## src/hdl/aes_gcm_engine_top_defines.svh

```systemverilog
// Assertion macros for the AES-GCM engine.
// Used by the modules that carry checks; no other dependencies.
`ifndef AES_GCM_ENGINE_TOP_DEFINES_SVH
`define AES_GCM_ENGINE_TOP_DEFINES_SVH
`ifndef SYNTH
`define AGE_ASSERT(lbl, clk, rstn, prop, msg) \
  lbl: assert property (@(posedge clk) disable iff (!rstn) prop) else $error(msg);
`define AGE_ASSERT_RST(lbl, clk, prop, msg) \
  lbl: assert property (@(posedge clk) prop) else $error(msg);
`else
`define AGE_ASSERT(lbl, clk, rstn, prop, msg)
`define AGE_ASSERT_RST(lbl, clk, prop, msg)
`endif
`endif

```

## src/hdl/age_pkg.sv

```systemverilog
// Shared types, codes and AES/GHASH helper functions for the AES-GCM engine.
// No dependencies.
package age_pkg;
  localparam logic [1:0] FUNC_AAD = 2'd0;
  localparam logic [1:0] FUNC_PAY = 2'd1;
  localparam logic [1:0] FUNC_FIN = 2'd2;
  localparam logic [1:0] FUNC_BAD = 2'd3;

  localparam logic [2:0] REG_KEY0 = 3'd0;
  localparam logic [2:0] REG_KEY1 = 3'd1;
  localparam logic [2:0] REG_KEY2 = 3'd2;
  localparam logic [2:0] REG_KEY3 = 3'd3;
  localparam logic [2:0] REG_KSIZE = 3'd4;
  localparam logic [2:0] REG_NHI = 3'd5;
  localparam logic [2:0] REG_NLO = 3'd6;
  localparam logic [2:0] REG_DEC = 3'd7;

  localparam logic [1:0] KS_128 = 2'd0;
  localparam logic [1:0] KS_192 = 2'd1;

  localparam logic [1:0] PH_FRESH = 2'd0;
  localparam logic [1:0] PH_AAD = 2'd1;
  localparam logic [1:0] PH_PAY = 2'd2;

  localparam int QUEUE_DEPTH = 2;
  localparam int RK_DEPTH = 15;
  localparam int RK_AW = 4;
  localparam int GH_BITS = 8;  // GHASH multiplier bits per cycle

  localparam logic [7:0] GHASH_R = 8'he1;

  // classified word handed from front to back
  typedef struct packed {
    logic [1:0]   func;
    logic         bad;
    logic         start;
    logic [127:0] data;
    logic [127:0] mask;
    logic [4:0]   nbytes;
  } cmd_t;

  typedef struct packed {
    logic [127:0] result;
    logic         tag_match;
    logic         status;
  } res_t;

  function automatic logic [7:0] sbox(input logic [7:0] x);
    logic [7:0] t [256];
    t = '{
 8'h63,8'h7c,8'h77,8'h7b,8'hf2,8'h6b,8'h6f,8'hc5,8'h30,8'h01,8'h67,8'h2b,8'hfe,8'hd7,8'hab,8'h76,
 8'hca,8'h82,8'hc9,8'h7d,8'hfa,8'h59,8'h47,8'hf0,8'had,8'hd4,8'ha2,8'haf,8'h9c,8'ha4,8'h72,8'hc0,
 8'hb7,8'hfd,8'h93,8'h26,8'h36,8'h3f,8'hf7,8'hcc,8'h34,8'ha5,8'he5,8'hf1,8'h71,8'hd8,8'h31,8'h15,
 8'h04,8'hc7,8'h23,8'hc3,8'h18,8'h96,8'h05,8'h9a,8'h07,8'h12,8'h80,8'he2,8'heb,8'h27,8'hb2,8'h75,
 8'h09,8'h83,8'h2c,8'h1a,8'h1b,8'h6e,8'h5a,8'ha0,8'h52,8'h3b,8'hd6,8'hb3,8'h29,8'he3,8'h2f,8'h84,
 8'h53,8'hd1,8'h00,8'hed,8'h20,8'hfc,8'hb1,8'h5b,8'h6a,8'hcb,8'hbe,8'h39,8'h4a,8'h4c,8'h58,8'hcf,
 8'hd0,8'hef,8'haa,8'hfb,8'h43,8'h4d,8'h33,8'h85,8'h45,8'hf9,8'h02,8'h7f,8'h50,8'h3c,8'h9f,8'ha8,
 8'h51,8'ha3,8'h40,8'h8f,8'h92,8'h9d,8'h38,8'hf5,8'hbc,8'hb6,8'hda,8'h21,8'h10,8'hff,8'hf3,8'hd2,
 8'hcd,8'h0c,8'h13,8'hec,8'h5f,8'h97,8'h44,8'h17,8'hc4,8'ha7,8'h7e,8'h3d,8'h64,8'h5d,8'h19,8'h73,
 8'h60,8'h81,8'h4f,8'hdc,8'h22,8'h2a,8'h90,8'h88,8'h46,8'hee,8'hb8,8'h14,8'hde,8'h5e,8'h0b,8'hdb,
 8'he0,8'h32,8'h3a,8'h0a,8'h49,8'h06,8'h24,8'h5c,8'hc2,8'hd3,8'hac,8'h62,8'h91,8'h95,8'he4,8'h79,
 8'he7,8'hc8,8'h37,8'h6d,8'h8d,8'hd5,8'h4e,8'ha9,8'h6c,8'h56,8'hf4,8'hea,8'h65,8'h7a,8'hae,8'h08,
 8'hba,8'h78,8'h25,8'h2e,8'h1c,8'ha6,8'hb4,8'hc6,8'he8,8'hdd,8'h74,8'h1f,8'h4b,8'hbd,8'h8b,8'h8a,
 8'h70,8'h3e,8'hb5,8'h66,8'h48,8'h03,8'hf6,8'h0e,8'h61,8'h35,8'h57,8'hb9,8'h86,8'hc1,8'h1d,8'h9e,
 8'he1,8'hf8,8'h98,8'h11,8'h69,8'hd9,8'h8e,8'h94,8'h9b,8'h1e,8'h87,8'he9,8'hce,8'h55,8'h28,8'hdf,
 8'h8c,8'ha1,8'h89,8'h0d,8'hbf,8'he6,8'h42,8'h68,8'h41,8'h99,8'h2d,8'h0f,8'hb0,8'h54,8'hbb,8'h16};
    return t[x];
  endfunction

  function automatic logic [7:0] xtime(input logic [7:0] x);
    return {x[6:0], 1'b0} ^ (x[7] ? 8'h1b : 8'h00);
  endfunction

  // byte i of a 128-bit block, byte 0 in the top bits
  function automatic logic [7:0] byte_of(input logic [127:0] s, input int i);
    return s[127 - 8 * i -: 8];
  endfunction

  // one AES round without the key add; last drops MixColumns
  function automatic logic [127:0] aes_round(input logic [127:0] s, input logic last);
    logic [127:0] t;
    logic [7:0] a0, a1, a2, a3, e;
    for (int c = 0; c < 4; c++)
      for (int r = 0; r < 4; r++)
        t[127 - 8 * (4 * c + r) -: 8] = sbox(byte_of(s, 4 * ((c + r) % 4) + r));
    if (!last) begin
      for (int c = 0; c < 4; c++) begin
        a0 = byte_of(t, 4 * c); a1 = byte_of(t, 4 * c + 1);
        a2 = byte_of(t, 4 * c + 2); a3 = byte_of(t, 4 * c + 3);
        e = a0 ^ a1 ^ a2 ^ a3;
        t[127 - 32 * c -: 32] = {a0 ^ e ^ xtime(a0 ^ a1), a1 ^ e ^ xtime(a1 ^ a2),
                                 a2 ^ e ^ xtime(a2 ^ a3), a3 ^ e ^ xtime(a3 ^ a0)};
      end
    end
    return t;
  endfunction

  function automatic logic [31:0] sub_word(input logic [31:0] w);
    return {sbox(w[31:24]), sbox(w[23:16]), sbox(w[15:8]), sbox(w[7:0])};
  endfunction

  // byte mask for the first n bytes of a block
  function automatic logic [127:0] byte_mask(input logic [4:0] n);
    logic [127:0] m;
    for (int i = 0; i < 16; i++)
      m[127 - 8 * i -: 8] = (5'(i) < n) ? 8'hff : 8'h00;
    return m;
  endfunction
endpackage

```

## src/hdl/age_front.sv

```systemverilog
// Front end: accepts input words, checks message order, queues commands.
// Depends on age_pkg and the assertion macros.
`include "aes_gcm_engine_top_defines.svh"
module age_front
  import age_pkg::*;
(
  input  logic        clk,
  input  logic        rst_n,
  input  logic        in_tvalid,
  output logic        in_tready,
  input  logic [1:0]  func,
  input  logic [127:0] data,
  input  logic [4:0]  nbytes,
  output logic        cmd_valid,
  input  logic        cmd_take,
  output cmd_t        cmd
);
  localparam int QAW = $clog2(QUEUE_DEPTH);

  cmd_t q_r [QUEUE_DEPTH];
  logic [QAW-1:0] wp_r, wp_nxt, rp_r, rp_nxt;
  logic [QAW:0] cnt_r, cnt_nxt;
  logic [1:0] phase_r, phase_nxt;
  logic short_r, short_nxt;
  logic acc, bad, lenbad;
  cmd_t c;

  assign in_tready = (cnt_r != (QAW + 1)'(QUEUE_DEPTH));
  assign acc = in_tvalid && in_tready;
  assign cmd_valid = (cnt_r != '0);
  assign cmd = q_r[rp_r];

  // order tracking is done here, at accept time, so the back end never stalls
  // the front on a refusal
  always_comb begin
    lenbad = (nbytes == 5'd0) || (nbytes > 5'd16);
    bad = 1'b0;
    if (func == FUNC_BAD) bad = 1'b1;
    if (func != FUNC_FIN && func != FUNC_BAD && lenbad) bad = 1'b1;
    if (func == FUNC_AAD && (phase_r == PH_PAY || (phase_r == PH_AAD && short_r))) bad = 1'b1;
    if (func == FUNC_PAY && phase_r == PH_PAY && short_r) bad = 1'b1;
    c.func = func;
    c.bad = bad;
    c.start = (phase_r == PH_FRESH);
    c.mask = byte_mask(nbytes);
    // the expected tag of a finish word is taken whole
    c.data = (func == FUNC_FIN) ? data : (data & c.mask);
    c.nbytes = nbytes;
    phase_nxt = phase_r;
    short_nxt = short_r;
    if (acc && !bad) begin
      unique case (func)
        FUNC_FIN: begin phase_nxt = PH_FRESH; short_nxt = 1'b0; end
        FUNC_AAD: begin phase_nxt = PH_AAD; short_nxt = (nbytes < 5'd16); end
        default:  begin phase_nxt = PH_PAY; short_nxt = (nbytes < 5'd16); end
      endcase
    end
    wp_nxt = acc ? QAW'((wp_r + 1'b1) % QUEUE_DEPTH) : wp_r;
    rp_nxt = (cmd_valid && cmd_take) ? QAW'((rp_r + 1'b1) % QUEUE_DEPTH) : rp_r;
    cnt_nxt = cnt_r + (QAW + 1)'(acc) - (QAW + 1)'(cmd_valid && cmd_take);
  end

  always_ff @(posedge clk) begin
    if (!rst_n) begin
      wp_r <= '0; rp_r <= '0; cnt_r <= '0;
      phase_r <= PH_FRESH; short_r <= 1'b0;
    end else begin
      wp_r <= wp_nxt; rp_r <= rp_nxt; cnt_r <= cnt_nxt;
      phase_r <= phase_nxt; short_r <= short_nxt;
    end
  end

  always_ff @(posedge clk) begin
    if (acc) q_r[wp_r] <= c;
  end

  `AGE_ASSERT(a_cnt_bound, clk, rst_n, cnt_r <= (QAW + 1)'(QUEUE_DEPTH), "queue overfilled")
  `AGE_ASSERT(a_full_nrdy, clk, rst_n, (cnt_r == (QAW + 1)'(QUEUE_DEPTH)) |-> !in_tready, "ready while full")
  `AGE_ASSERT(a_fin_fresh, clk, rst_n, (acc && !bad && func == FUNC_FIN) |=> phase_r == PH_FRESH, "finish left phase")
endmodule

```

## config.mk

```make
export PLATFORM = sky130hd
export DESIGN_NAME = age_front
export DESIGN_NICKNAME = d
export VERILOG_FILES = /design/src/hdl/age_pkg.sv /design/src/hdl/age_front.sv
export VERILOG_INCLUDE_DIRS = /design/src /design/src/hdl
export SDC_FILE = /design/constraint.sdc
export NUM_CORES = 1
export LEC_CHECK = 0
export BUFFER_PORTS_ARGS = -buffer_cell sky130_fd_sc_hd__buf_4
export CAP_MARGIN = 20
export CORE_MARGIN = 2
export CORE_UTILIZATION = 47
export DETAILED_ROUTE_END_ITERATION = 6
export GPL_TIMING_DRIVEN = 0
export PLACE_DENSITY_LB_ADDON = 0.3
export SLEW_MARGIN = 20
export SYNTH_ARGS = -nofsm -noshare
export SYNTH_HDL_FRONTEND = slang
export SYNTH_SLANG_ARGS = --single-unit
```

## constraint.sdc

```tcl
create_clock -name clk -period 8.4 [get_ports clk]
set_input_delay 0.42 -clock clk [delete_from_list [all_inputs] [get_ports clk]]
set_output_delay 0.42 -clock clk [all_outputs]
set_load 0.1 [all_outputs]
```

* Word level (Yosys, flattened, before mapping)
Memories as Yosys holds them, arrays and structs flattened. A register that Yosys moved wholly into a read port is not among the register bits. Cells that the tools add are included.
Storage, ports and cells: bits in registers 7, bits in latches 0, memory bits (writable) 530, ROM bits 0, input bits 139, output and inout port bits 267, logic and storage cells 80, memories 1
Memories:
- q_r | words 2, bits a word 265, read ports 1, clocked after Yosys merged registers in 1, wr ports 1, line age_front.sv:20 | cmd_t q_r [QUEUE_DEPTH];
Cells by class: add/sub/neg operators 4, $mul 0, divide/modulo/power cells 0, magnitude comparators 18, equal/unequal tests 8, shift operators 0, mux-type cells 27, bitwise logic cells 1, reduce and logical (&&, ||, !) cells 16
Operators with widths (count):
- $and 128x128->128 | 1
- $mux 128 | 1
- $mux 8 | 16
- $lt 4x5->1 const A | 8
- $lt 3x5->1 const A | 4
- $lt 1x5->1 const A | 2
- $lt 2x5->1 const A | 2
- $logic_and 1x1->1 | 9
- $mux 1 | 9
- $eq 2x2->1 const B | 3
- $ne 2x2->1 const B | 3
- $gt 5x5->1 const B | 1
- $logic_not 5->1 | 1
- $lt 5x5->1 const B | 1
- $eq 2x1->1 const B | 2
- $logic_not 2->1 | 2
- $pmux 2 s2 | 1
- $add 1x1->1 const B | 2
- $add 2x1->2 | 1
- $logic_or 1x1->1 | 2
- $reduce_bool 2->1 | 1
- $sub 2x1->2 | 1
- $logic_not 1->1 | 1

* Depth between registers and ports, before layout
Gate-level depths: netlist of the first run.
depth in word-level cells 8, depth in mapped cells 8, gate-level depth less buffers 8

* Least setup slack after synthesis of the first run
OpenSTA, ideal clock, no wires.
path kind reg2reg, from reg cnt_r[0], to mem q_r[0][0] (netlist name) (enable), library setup time 666 ps, arrival 7838 ps, data required time 7734 ps, setup slack -105 ps, cell stages (with the launch flop) 4, path buffers 0, clock period less this slack 8505 ps, cells stage by stage dfxtp_1 > nand2b_1 > nand2_1 > nor2_1
Between the ends: longest elaborated chain between the ends 4
RTL lines:
- start, declared | line age_front.sv:22 | logic [QAW:0] cnt_r, cnt_nxt;
- start signal, assigned | line age_front.sv:68 | wp_r <= wp_nxt; rp_r <= rp_nxt; cnt_r <= cnt_nxt;
- $ne 2x2->1 | line age_front.sv:28 | assign in_tready = (cnt_r != (QAW + 1)'(QUEUE_DEPTH));
- named net in_tready | line age_front.sv:10 | output logic in_tready,
- $logic_and 1x1->1 | line age_front.sv:29 | assign acc = in_tvalid && in_tready;
- $mux 1 | line age_front.sv:74 | if (acc) q_r[wp_r] <= c;
- $mux 1 (not written as such) | line age_front.sv:74
- end, declared | line age_front.sv:20
The timed path passes the listed nets, and every way through them passes these cells.

==> impl_metrics.sql, run 1 <==
INSERT INTO impl_metrics (metric_group, metric, value, unit) VALUES
('status', 'outcome', 'complete, no violations', ''),
('critical_path', 'crit_fanout', '10', ''),
('yosys', 'average_cell_area_after_synthesis', '16.4', 'um^2'),
('route', 'ant_nets', '0', ''),
('yosys', 'synth.yosys.warnings', '0', ''),
('clock_tree', 'number_of_buffers_between_clock_root_and_the_deepest_sink', '3', ''),
('route', 'firstDrtPassIters', '7', ''),
('final_layout', 'layout.cells.most_common_list', 'buf_4, edfxtp_1, mux2_2, and2_1, nor2b_1', ''),
('floorplanning', 'die_h', '173', 'um'),
('sta', 'fin_setup_tns', '0', 'ps'),
('global_route', 'top_usage_layer', 'met2', ''),
('place', 'numPortBuffers', '404', ''),
('global_route', 'globalRoute.totalOverflow', '0', ''),
('yosys', 'ys_top_cells_by_area', 'edfxtp_1, mux2_2, buf_4, and2_1, nor2b_1', ''),
('clock_tree', 'cts_root_buffer', 'clkbuf_16', ''),
('critical_path', 'ff2ff_setup_slack', '6150', 'ps'),
('clock_tree', 'numCtsBuffers', '34', ''),
('route', 'route.detailed.vias_per_inst', '4.80', ''),
('sta', 'clock-skew-final', '23.9', 'ps'),
('global_route', 'pin_count_of_the_biggest_net_entering_global_routing', '47', ''),
('global_route', 'antenna_found_initial', '2', ''),
('clock_tree', 'cts_num_sinks', '312', ''),
('yosys', 'post-synth-top-area-cell', 'edfxtp_1', ''),
('critical_path', 'crit_cells', '6', ''),
('critical_path', 'worst_r2r_endpoint', 'q_r[0][249]', ''),
('place', 'gp_congestion', '0.745', ''),
('hold_path', 'hold_path.class', 'input port to flop', ''),
('sta', 'fin_crit', '3220', 'ps'),
('clock_tree', 'clock_insertion_delay_worst_skew', '520', 'ps'),
('floorplanning', 'die-width', '173', 'um'),
('sta', 'drv_slew', '0', ''),
('yosys', 'synth-edff-count', '304', ''),
('job', 'cap_viol_max_count', '0', ''),
('sta', 'tightestPinTransition', '757', 'ps'),
('yosys', 'synth_async_sr_flop_share', '0', '%'),
('global_route', 'grt_util_met3', '5.98', '%'),
('sta', 'fmaxAchievable', '311', 'MHz'),
('yosys', 'dominantRegCellSynth', 'edfxtp_1', ''),
('route', 'vias', '7997', ''),
('clock_tree', 'cts.repair_timing.setup_buffer_count', '0', ''),
('place', 'dp_hpwl', '22100', 'um'),
('floorplanning', 'placementRows', '61', ''),
('critical_path', 'crit_start_category', 'flop', ''),
('final_layout', 'synthToLayoutAreaGrowth', '36.1', '%'),
('route', 'drc', '0', ''),
('critical_path', 'critical_path.cell_chain', 'clkbuf_1 > buf_2 > buf_2 > mux2_2 > buf_4 > buf_4', ''),
('critical_path', 'critPathSlowestCell', 'mux2_2', ''),
('sta', 'timing_hold_violations_final', '0', ''),
('clock_tree', 'clk_pin_slew', '60', 'ps'),
('yosys', 'synth_cell_types', '40', ''),
('route', 'routed_wl', '30800', 'um'),
('critical_path', 'arrival_time_at_the_worst_endpoint', '2800', 'ps'),
('sta', 'max-slew-margin-rel', '49.5', '%'),
('sta', 'fin_worst_hold_slack', '151', 'ps'),
('clock_tree', 'holdBufCountCts', '0', ''),
('floorplanning', 'design.die.area', '29800', 'um^2'),
('sta', 'layout_worst_path_cycle_share', '38.3', '%'),
('final_layout', 'layout.core_utilization', '65.2', '%'),
('clock_tree', 'postCtsResizedCells', '0', ''),
('global_route', 'met2_usage', '35.9', '%'),
('yosys', 'synth_fp_nets', '956', ''),
('hold_path', 'hold-path-endpoint', 'q_r[0][263]', ''),
('global_route', 'met1_usage', '22.6', '%'),
('final_layout', 'layout.nets', '1406', ''),
('yosys', 'syn_inst', '815', ''),
('final_layout', 'layout_commonest_cell', 'buf_4', ''),
('critical_path', 'critical_path.max_stage_delay', '490', 'ps'),
('critical_path', 'worstRegToRegCells', '6', ''),
('floorplanning', 'initial_core_util', '47.9', '%'),
('critical_path', 'crit_path_end_kind', 'output port', ''),
('sta', 'unrepaired_setup_endpoints_after_global_routing', 'no', '');
metrics by stage:
step / setup slack (ps) / cells / area (um^2)
2_1_floorplan: 2470 / 815 / 13400
3_3_place_gp: 867 / 1597 / 16900
3_5_place_dp: 5610 / 1607 / 17100
4_1_cts: 5060 / 1665 / 18200
5_1_grt: 5000 / 1666 / 18200
6_report: 5180 / 1667 / 18200
cell type report:
cell class,instances,area [um^2]
fill,2063,9730
timing repair buffer,414,3290
clock buffer,39,891
multi-input combinational,364,3120
inverter,3,11.3
sequential,312,9290
buffer,136,965
tap,378,473
antenna,2,5.00
clock inverter,19,161
worst max path at each step:
stage / to / slack (ps)
global placement: q_r[0][244] / 870
floorplan: q_r[0][0] / 2470
detailed placement: cmd[74] / 5610
finish: cmd[74] / 5180
CTS: cmd[74] / 5060
global route: cmd[72] / 5000
synthesized netlist by cell type (all sizes together) (2+ instances only):
cell type,n
edfxtp,304
nor2b,46
dfxtp,8
o21ai,2
buf,133
nand2b,8
a21o,2
o21bai,3
xnor2,5
ha,2
nand4,2
mux2,152
and2b,5
nand2,16
and2,86
o31ai,2
clkbuf,3
a21oi,2
nand3,5
nor2,10
nor3,2
nor4,2
and3,2
inv,3
registers in the layout, indices dropped and copies added (netlist names), named ones only:
name     cells
q_r        304
cnt_r        2
short_r      1
phase_r      2
rp_r         1
wp_r         1
worst reg2reg max path, cell delays in order, from the launching register on:
cell	delay, ps
dfxtp_1	330
nand2b_1	220
nand2_1	220
nor2_4	520
buf_12	270
buf_16	200
buf_16	180
metal layers:
metal | part of all wire (%) | wire [um] | vias to the layer above
met2 | 52 | 15900 | 306
met4 | 2.4 | 745 | 0
li1 | - | - | 3770
met5 | 0 | 0 | -
met1 | 37 | 11500 | 3874
met3 | 8.4 | 2590 | 47
cell families after synthesis:
group	share of synthesized area [%]
xor+xnor	0.327
buf+inv	7.30
fa+ha+maj	0.187
simple gates	8.89
flops	69.4
compound gates	1.06
mux	12.8
Power of run 1 is not shown: default switching activity piles up to over one toggle a cycle in this logic, so the estimate is an artifact.
==> run 2, diff against run 1 <==
Clock period 8.4 ns to 3.3 ns, I/O delays scaled along.
==> run 2 against run 1 <==
Net effect: die area stayed put; core utilization is 4.4 points higher; critical path depth stayed put; non-clock buffer count is 114 higher; clock skew is 14 ps lower; via count is 6.8% higher; highest routed layer unchanged.
==> impl_metrics.sql, run 2 (same netlist as run 1, synthesis figures left out) <==
INSERT INTO impl_metrics (metric_group, metric, value, unit) VALUES
('sta', 'unrepaired_setup_endpoints_after_global_routing', 'no', ''),
('floorplanning', 'die-width', '173', 'um'),
('route', 'firstDrtPassIters', '4', ''),
('global_route', 'global_route_wire_length_before_repair', '49900', 'um'),
('hold_path', 'hold_path.class', 'input port to flop', ''),
('final_layout', 'layout.nets', '1520', ''),
('final_layout', 'layout.cells.most_common_list', 'buf_4, edfxtp_1, mux2_2, dlygate4sd3_1, and2_1', ''),
('floorplanning', 'initial_core_util', '47.9', '%'),
('sta', 'layout_worst_path_cycle_share', '90.1', '%'),
('sta', 'timing_hold_violations_final', '0', ''),
('status', 'outcome', 'complete, no violations', ''),
('final_layout', 'fin_area', '19400', 'um^2'),
('sta', 'fin_crit', '2970', 'ps'),
('sta', 'setup_slack', '328', 'ps'),
('route', 'routed_wire_length_per_instance', '18.4', 'um'),
('clock_tree', 'cts_num_sinks', '312', ''),
('global_route', 'globalRoute.totalOverflow', '0', ''),
('job', 'cap_viol_max_count', '0', ''),
('final_layout', 'drive_gt1_share', '54.9', '%'),
('final_layout', 'flip_flop_count_of_the_largest_register_all_copies_and_words_added', '304', ''),
('clock_tree', 'clk_pin_slew', '60', 'ps'),
('critical_path', 'critical_path_class', 'flop to output port', ''),
('critical_path', 'crit_start_category', 'flop', ''),
('final_layout', 'fillerInstances', '1913', ''),
('final_layout', 'layout_commonest_cell', 'buf_4', ''),
('place', 'pre_cts_slack', '757', 'ps'),
('clock_tree', 'cts_root_buffer', 'clkbuf_16', ''),
('sta', 'fmaxAchievable', '336', 'MHz'),
('sta', 'tightestPinTransition', '702', 'ps'),
('clock_tree', 'number_of_buffers_between_clock_root_and_the_deepest_sink', '3', ''),
('sta', 'max-slew-margin-rel', '53.2', '%'),
('route', 'route.detailed.vias_per_inst', '4.79', ''),
('sta', 'clock-skew-final', '9.56', 'ps'),
('global_route', 'antenna_found_initial', '1', ''),
('floorplanning', 'design.die.area', '29800', 'um^2'),
('clock_tree', 'cts_tree', 'yes', ''),
('place', 'numPortBuffers', '404', ''),
('floorplanning', 'ioPinCount', '406', ''),
('floorplanning', 'core', '27900', 'um^2'),
('route', 'number_of_design_rule_violations_left_by_the_first_detailed_router_iteration', '451', ''),
('global_route', 'first_global_vias', '9057', ''),
('critical_path', 'arrival_time_at_the_worst_endpoint', '2810', 'ps'),
('global_route', 'groute.usage.overall', '21.4', '%'),
('final_layout', 'top_regs', 'q_r x304, cnt_r x2, phase_r x2', ''),
('floorplanning', 'die_h', '173', 'um'),
('route', 'ant_nets', '0', ''),
('route', 'drc', '0', ''),
('clock_tree', 'cts_max_level', '2', ''),
('sta', 'setup_viol', '0', ''),
('final_layout', 'largest-register', 'q_r', ''),
('route', 'vias', '8539', ''),
('clock_tree', 'clock_insertion_delay_worst_skew', '500', 'ps'),
('route', 'routed_wl', '32700', 'um'),
('critical_path', 'crit_path_end_kind', 'output port', ''),
('place', 'dp_hpwl', '22400', 'um'),
('sta', 'fin_worst_hold_slack', '10.8', 'ps'),
('final_layout', 'synthToLayoutAreaGrowth', '45.3', '%'),
('clock_tree', 'numCtsBuffers', '34', ''),
('floorplanning', 'placementRows', '61', ''),
('place', 'gp_congestion', '0.746', ''),
('sta', 'drv_slew', '0', ''),
('critical_path', 'crit_fanout', '10', ''),
('place', 'placement.cell_area', '17200', 'um^2'),
('global_route', 'pin_count_of_the_biggest_net_entering_global_routing', '39', ''),
('critical_path', 'critical_path_required', '3130', 'ps');
==> run 2: cell count changes in the layout (fill, tap and decap cells not counted), moves of 2 or more <==
cell,change
clkbuf_1,+2
clkinv_2,-3
clkinv_8,-2
clkinvlp_4,+3
clkinv_1,-3
dlygate4sd3_1,+112
clkbuf_16,+2
buf_12,+2
==> run 2: worst max-delay path, stage by stage (launching register included) <==
cell and delay [ps]:
dfxtp_1 310, clkbuf_1 460, buf_2 330, buf_2 340, mux2_2 480, buf_4 160, buf_4 220
==> run 2: area by class of cell <==
class,instances,area (um^2),area share (%)
timing repair buffer,528,4450,22.9
tap,378,473,2.43
sequential,312,9290,47.8
clock buffer,43,948,4.88
clock inverter,16,164,0.843
inverter,3,11.3,0.0579
antenna,1,2.50,0.0129
buffer,136,965,4.96
multi-input combinational,364,3140,16.1
==> run 2: worst paths after layout <==
kind,start,to,slack [ps],depth (start not counted)
hold / removal,data[17],q_r[0][150],10,2
setup / recovery,flop,cmd[19],330,6
setup reg to reg,cnt_r[0],q_r[0][245],1110,7
hold reg to reg,short_r,short_r,510,2
==> run 2: timing repair <==
| item | CTS | global route |
|---|---|---|
| hold buffers | 112 | 0 |
| hold endpoints to repair | 225 | 0 |
| gates resized for setup | 0 | 0 |
| setup buffers | 0 | 0 |
==> run 2: routing by layer <==
metal / vias up / routed length (um) / GRT usage, %
met5: - / 0 / 0
met4: 0 / 779 / 6.89
met3: 57 / 2330 / 5.19
met2: 334 / 17100 / 39.1
met1: 4138 / 12600 / 24.8
li1: 4010 / - / -
==> run 2: per-stage QoR <==
step                TNS, ps  std cells  utilization [%]
floorplan            -26080        815                -
global placement    -287620       1597             60.5
detailed placement        0       1609             61.6
CTS                       0       1780             69.6
global route              0       1781             69.6
finish                    0       1781             69.6
Power of run 2 is left out for the same reason.
==> run 3, diff against run 2 <==
Clock period 3.3 ns to 3.2 ns, I/O delays scaled along.
==> run 3 against run 2 <==
Net effect: via count fell by 0.28%; global-route usage rose by 0.17 points; register-to-register slack got worse by 110 ps; final area rose by 0.41%; count of clock-buffer cells in the layout did not move; worst setup slack got worse by 120 ps; critical path depth did not move; hold slack got worse by 1.1 ps; clock skew rose by 1.4 ps; critical path type unchanged.
==> impl_metrics.sql, run 3 (same netlist as run 1, synthesis figures left out) <==
INSERT INTO impl_metrics (metric_group, metric, value, unit) VALUES
('final_layout', 'largest-register', 'q_r', ''),
('global_route', 'met2_usage', '39.4', '%'),
('sta', 'fmaxAchievable', '335', 'MHz'),
('critical_path', 'crit_path_end_kind', 'output port', ''),
('floorplanning', 'ioPinCount', '406', ''),
('global_route', 'grt_util_met3', '5.17', '%'),
('critical_path', 'crit_start_category', 'flop', ''),
('sta', 'tightestPinTransition', '704', 'ps'),
('hold_path', 'hold_path.class', 'input port to flop', ''),
('clock_tree', 'cts_num_sinks', '312', ''),
('critical_path', 'critical_path.cell_chain', 'clkbuf_1 > buf_2 > buf_2 > mux2_2 > buf_4 > buf_4', ''),
('clock_tree', 'cts_root_buffer', 'clkbuf_16', ''),
('route', 'routed_wl', '33000', 'um'),
('place', 'numPortBuffers', '404', ''),
('floorplanning', 'die-width', '173', 'um'),
('global_route', 'top_usage_layer', 'met2', ''),
('global_route', 'pin_count_of_the_biggest_net_entering_global_routing', '39', ''),
('floorplanning', 'initial_core_util', '47.9', '%'),
('sta', 'layout_worst_path_cycle_share', '93.4', '%'),
('job', 'cap_viol_max_count', '0', ''),
('clock_tree', 'numCtsBuffers', '34', ''),
('clock_tree', 'clk_pin_slew', '60', 'ps'),
('final_layout', 'final_cell_count_no_fill', '1789', ''),
('final_layout', 'layout.nets', '1528', ''),
('sta', 'fin_crit', '2990', 'ps'),
('floorplanning', 'design.die.area', '29800', 'um^2'),
('global_route', 'globalRoute.totalOverflow', '0', ''),
('route', 'drc', '0', ''),
('final_layout', 'synthToLayoutAreaGrowth', '45.9', '%'),
('clock_tree', 'cts_tree', 'yes', ''),
('route', 'route.detailed.vias_per_inst', '4.76', ''),
('final_layout', 'flip_flop_count_of_the_largest_register_all_copies_and_words_added', '304', ''),
('floorplanning', 'placementRows', '61', ''),
('route', 'ant_nets', '0', ''),
('final_layout', 'layout.cells.most_common_list', 'buf_4, edfxtp_1, mux2_2, dlygate4sd3_1, and2_1', ''),
('sta', 'timing_hold_violations_final', '0', ''),
('route', 'vias', '8515', ''),
('status', 'outcome', 'complete, no violations', ''),
('final_layout', 'top_regs', 'q_r x304, cnt_r x2, phase_r x2', ''),
('route', 'routed_wire_length_per_instance', '18.4', 'um'),
('global_route', 'global_route_wire_length_before_repair', '50300', 'um'),
('clock_tree', 'number_of_buffers_between_clock_root_and_the_deepest_sink', '3', ''),
('route', 'number_of_design_rule_violations_left_by_the_first_detailed_router_iteration', '447', ''),
('critical_path', 'critical_path.max_stage_delay', '480', 'ps'),
('critical_path', 'crit_fanout', '10', ''),
('sta', 'setup_viol', '0', ''),
('final_layout', 'layout_commonest_cell', 'buf_4', ''),
('sta', 'clock-skew-final', '10.9', 'ps'),
('floorplanning', 'die_h', '173', 'um'),
('critical_path', 'critPathSlowestCell', 'mux2_2', ''),
('global_route', 'groute.usage.overall', '21.6', '%'),
('place', 'gp_congestion', '0.746', ''),
('sta', 'max-slew-margin-rel', '53.1', '%'),
('critical_path', 'arrival_time_at_the_worst_endpoint', '2830', 'ps'),
('place', 'dp.cells', '1609', ''),
('global_route', 'first_global_vias', '9120', ''),
('final_layout', 'drive_gt1_share', '54.6', '%'),
('global_route', 'antenna_found_initial', '1', ''),
('global_route', 'met1_usage', '25.1', '%'),
('critical_path', 'crit-reg2reg-launch', 'cnt_r[0]', ''),
('route', 'firstDrtPassIters', '4', ''),
('critical_path', 'critical_path_required', '3040', 'ps'),
('sta', 'drv_slew', '0', ''),
('hold_path', 'worst_hold_startpoint', 'data[26]', ''),
('clock_tree', 'clock_insertion_delay_worst_skew', '500', 'ps'),
('clock_tree', 'cts_max_level', '2', ''),
('place', 'dp_hpwl', '22400', 'um'),
('critical_path', 'critical_path_class', 'flop to output port', ''),
('sta', 'unrepaired_setup_endpoints_after_global_routing', 'no', ''),
('floorplanning', 'core', '27900', 'um^2');
## run 3: cell types whose count changed in the layout (fill, tap and decap cells not counted)
cell	change
dlygate4sd3_1	+8
## run 3: final cells by class
| class | instances | area, um^2 |
|---|---|---|
| clock inverter | 16 | 164 |
| sequential | 312 | 9290 |
| tap | 378 | 473 |
| timing repair buffer | 536 | 4530 |
| inverter | 3 | 11.3 |
| clock buffer | 43 | 948 |
| antenna | 1 | 2.50 |
| multi-input combinational | 364 | 3140 |
| buffer | 136 | 965 |
| fill | 1908 | 8420 |
## run 3: worst paths after layout
path,end,slack (ps),cells after the start
max reg2reg,q_r[0][245],1000,7
max,cmd[20],210,6
min reg2reg,short_r,510,2
min,q_r[0][159],10,2
## run 3: worst max-delay path: cells and delay by family (launching register included)
family                 cells  cell delay, ps
buffers and inverters      5            1530
DFF                        1             310
muxes                      1             480
## run 3: per-stage QoR
step           hold WS, ps  cell area, um^2  setup WS, ps  utilization (%)  TNS, ps
2_1_floorplan          259            13400          -272                -   -41280
3_3_place_gp           388            16900         -1400             60.5  -318020
3_5_place_dp           389            17200           662             61.6        0
4_1_cts              0.103            19500           104             69.9        0
5_1_grt               9.42            19500          39.9             69.9        0
6_report              9.66            19500           211             69.9        0
## run 3: per-layer routing
metal / vias to the layer above / share of wire [%]
li1: 4018 / -
met1: 4111 / 39
met2: 331 / 52
met3: 55 / 6.9
met4: 0 / 2.2
met5: - / 0
## run 3: timing repair
| action | 4_1_cts | 5_1_grt |
|---|---|---|
| hold buffers | 120 | 0 |
| resized for setup | 0 | 0 |
| buffers inserted | 0 | 0 |
| hold endpoints to repair | 241 | 0 |
Power of run 3 is left out for the same reason.
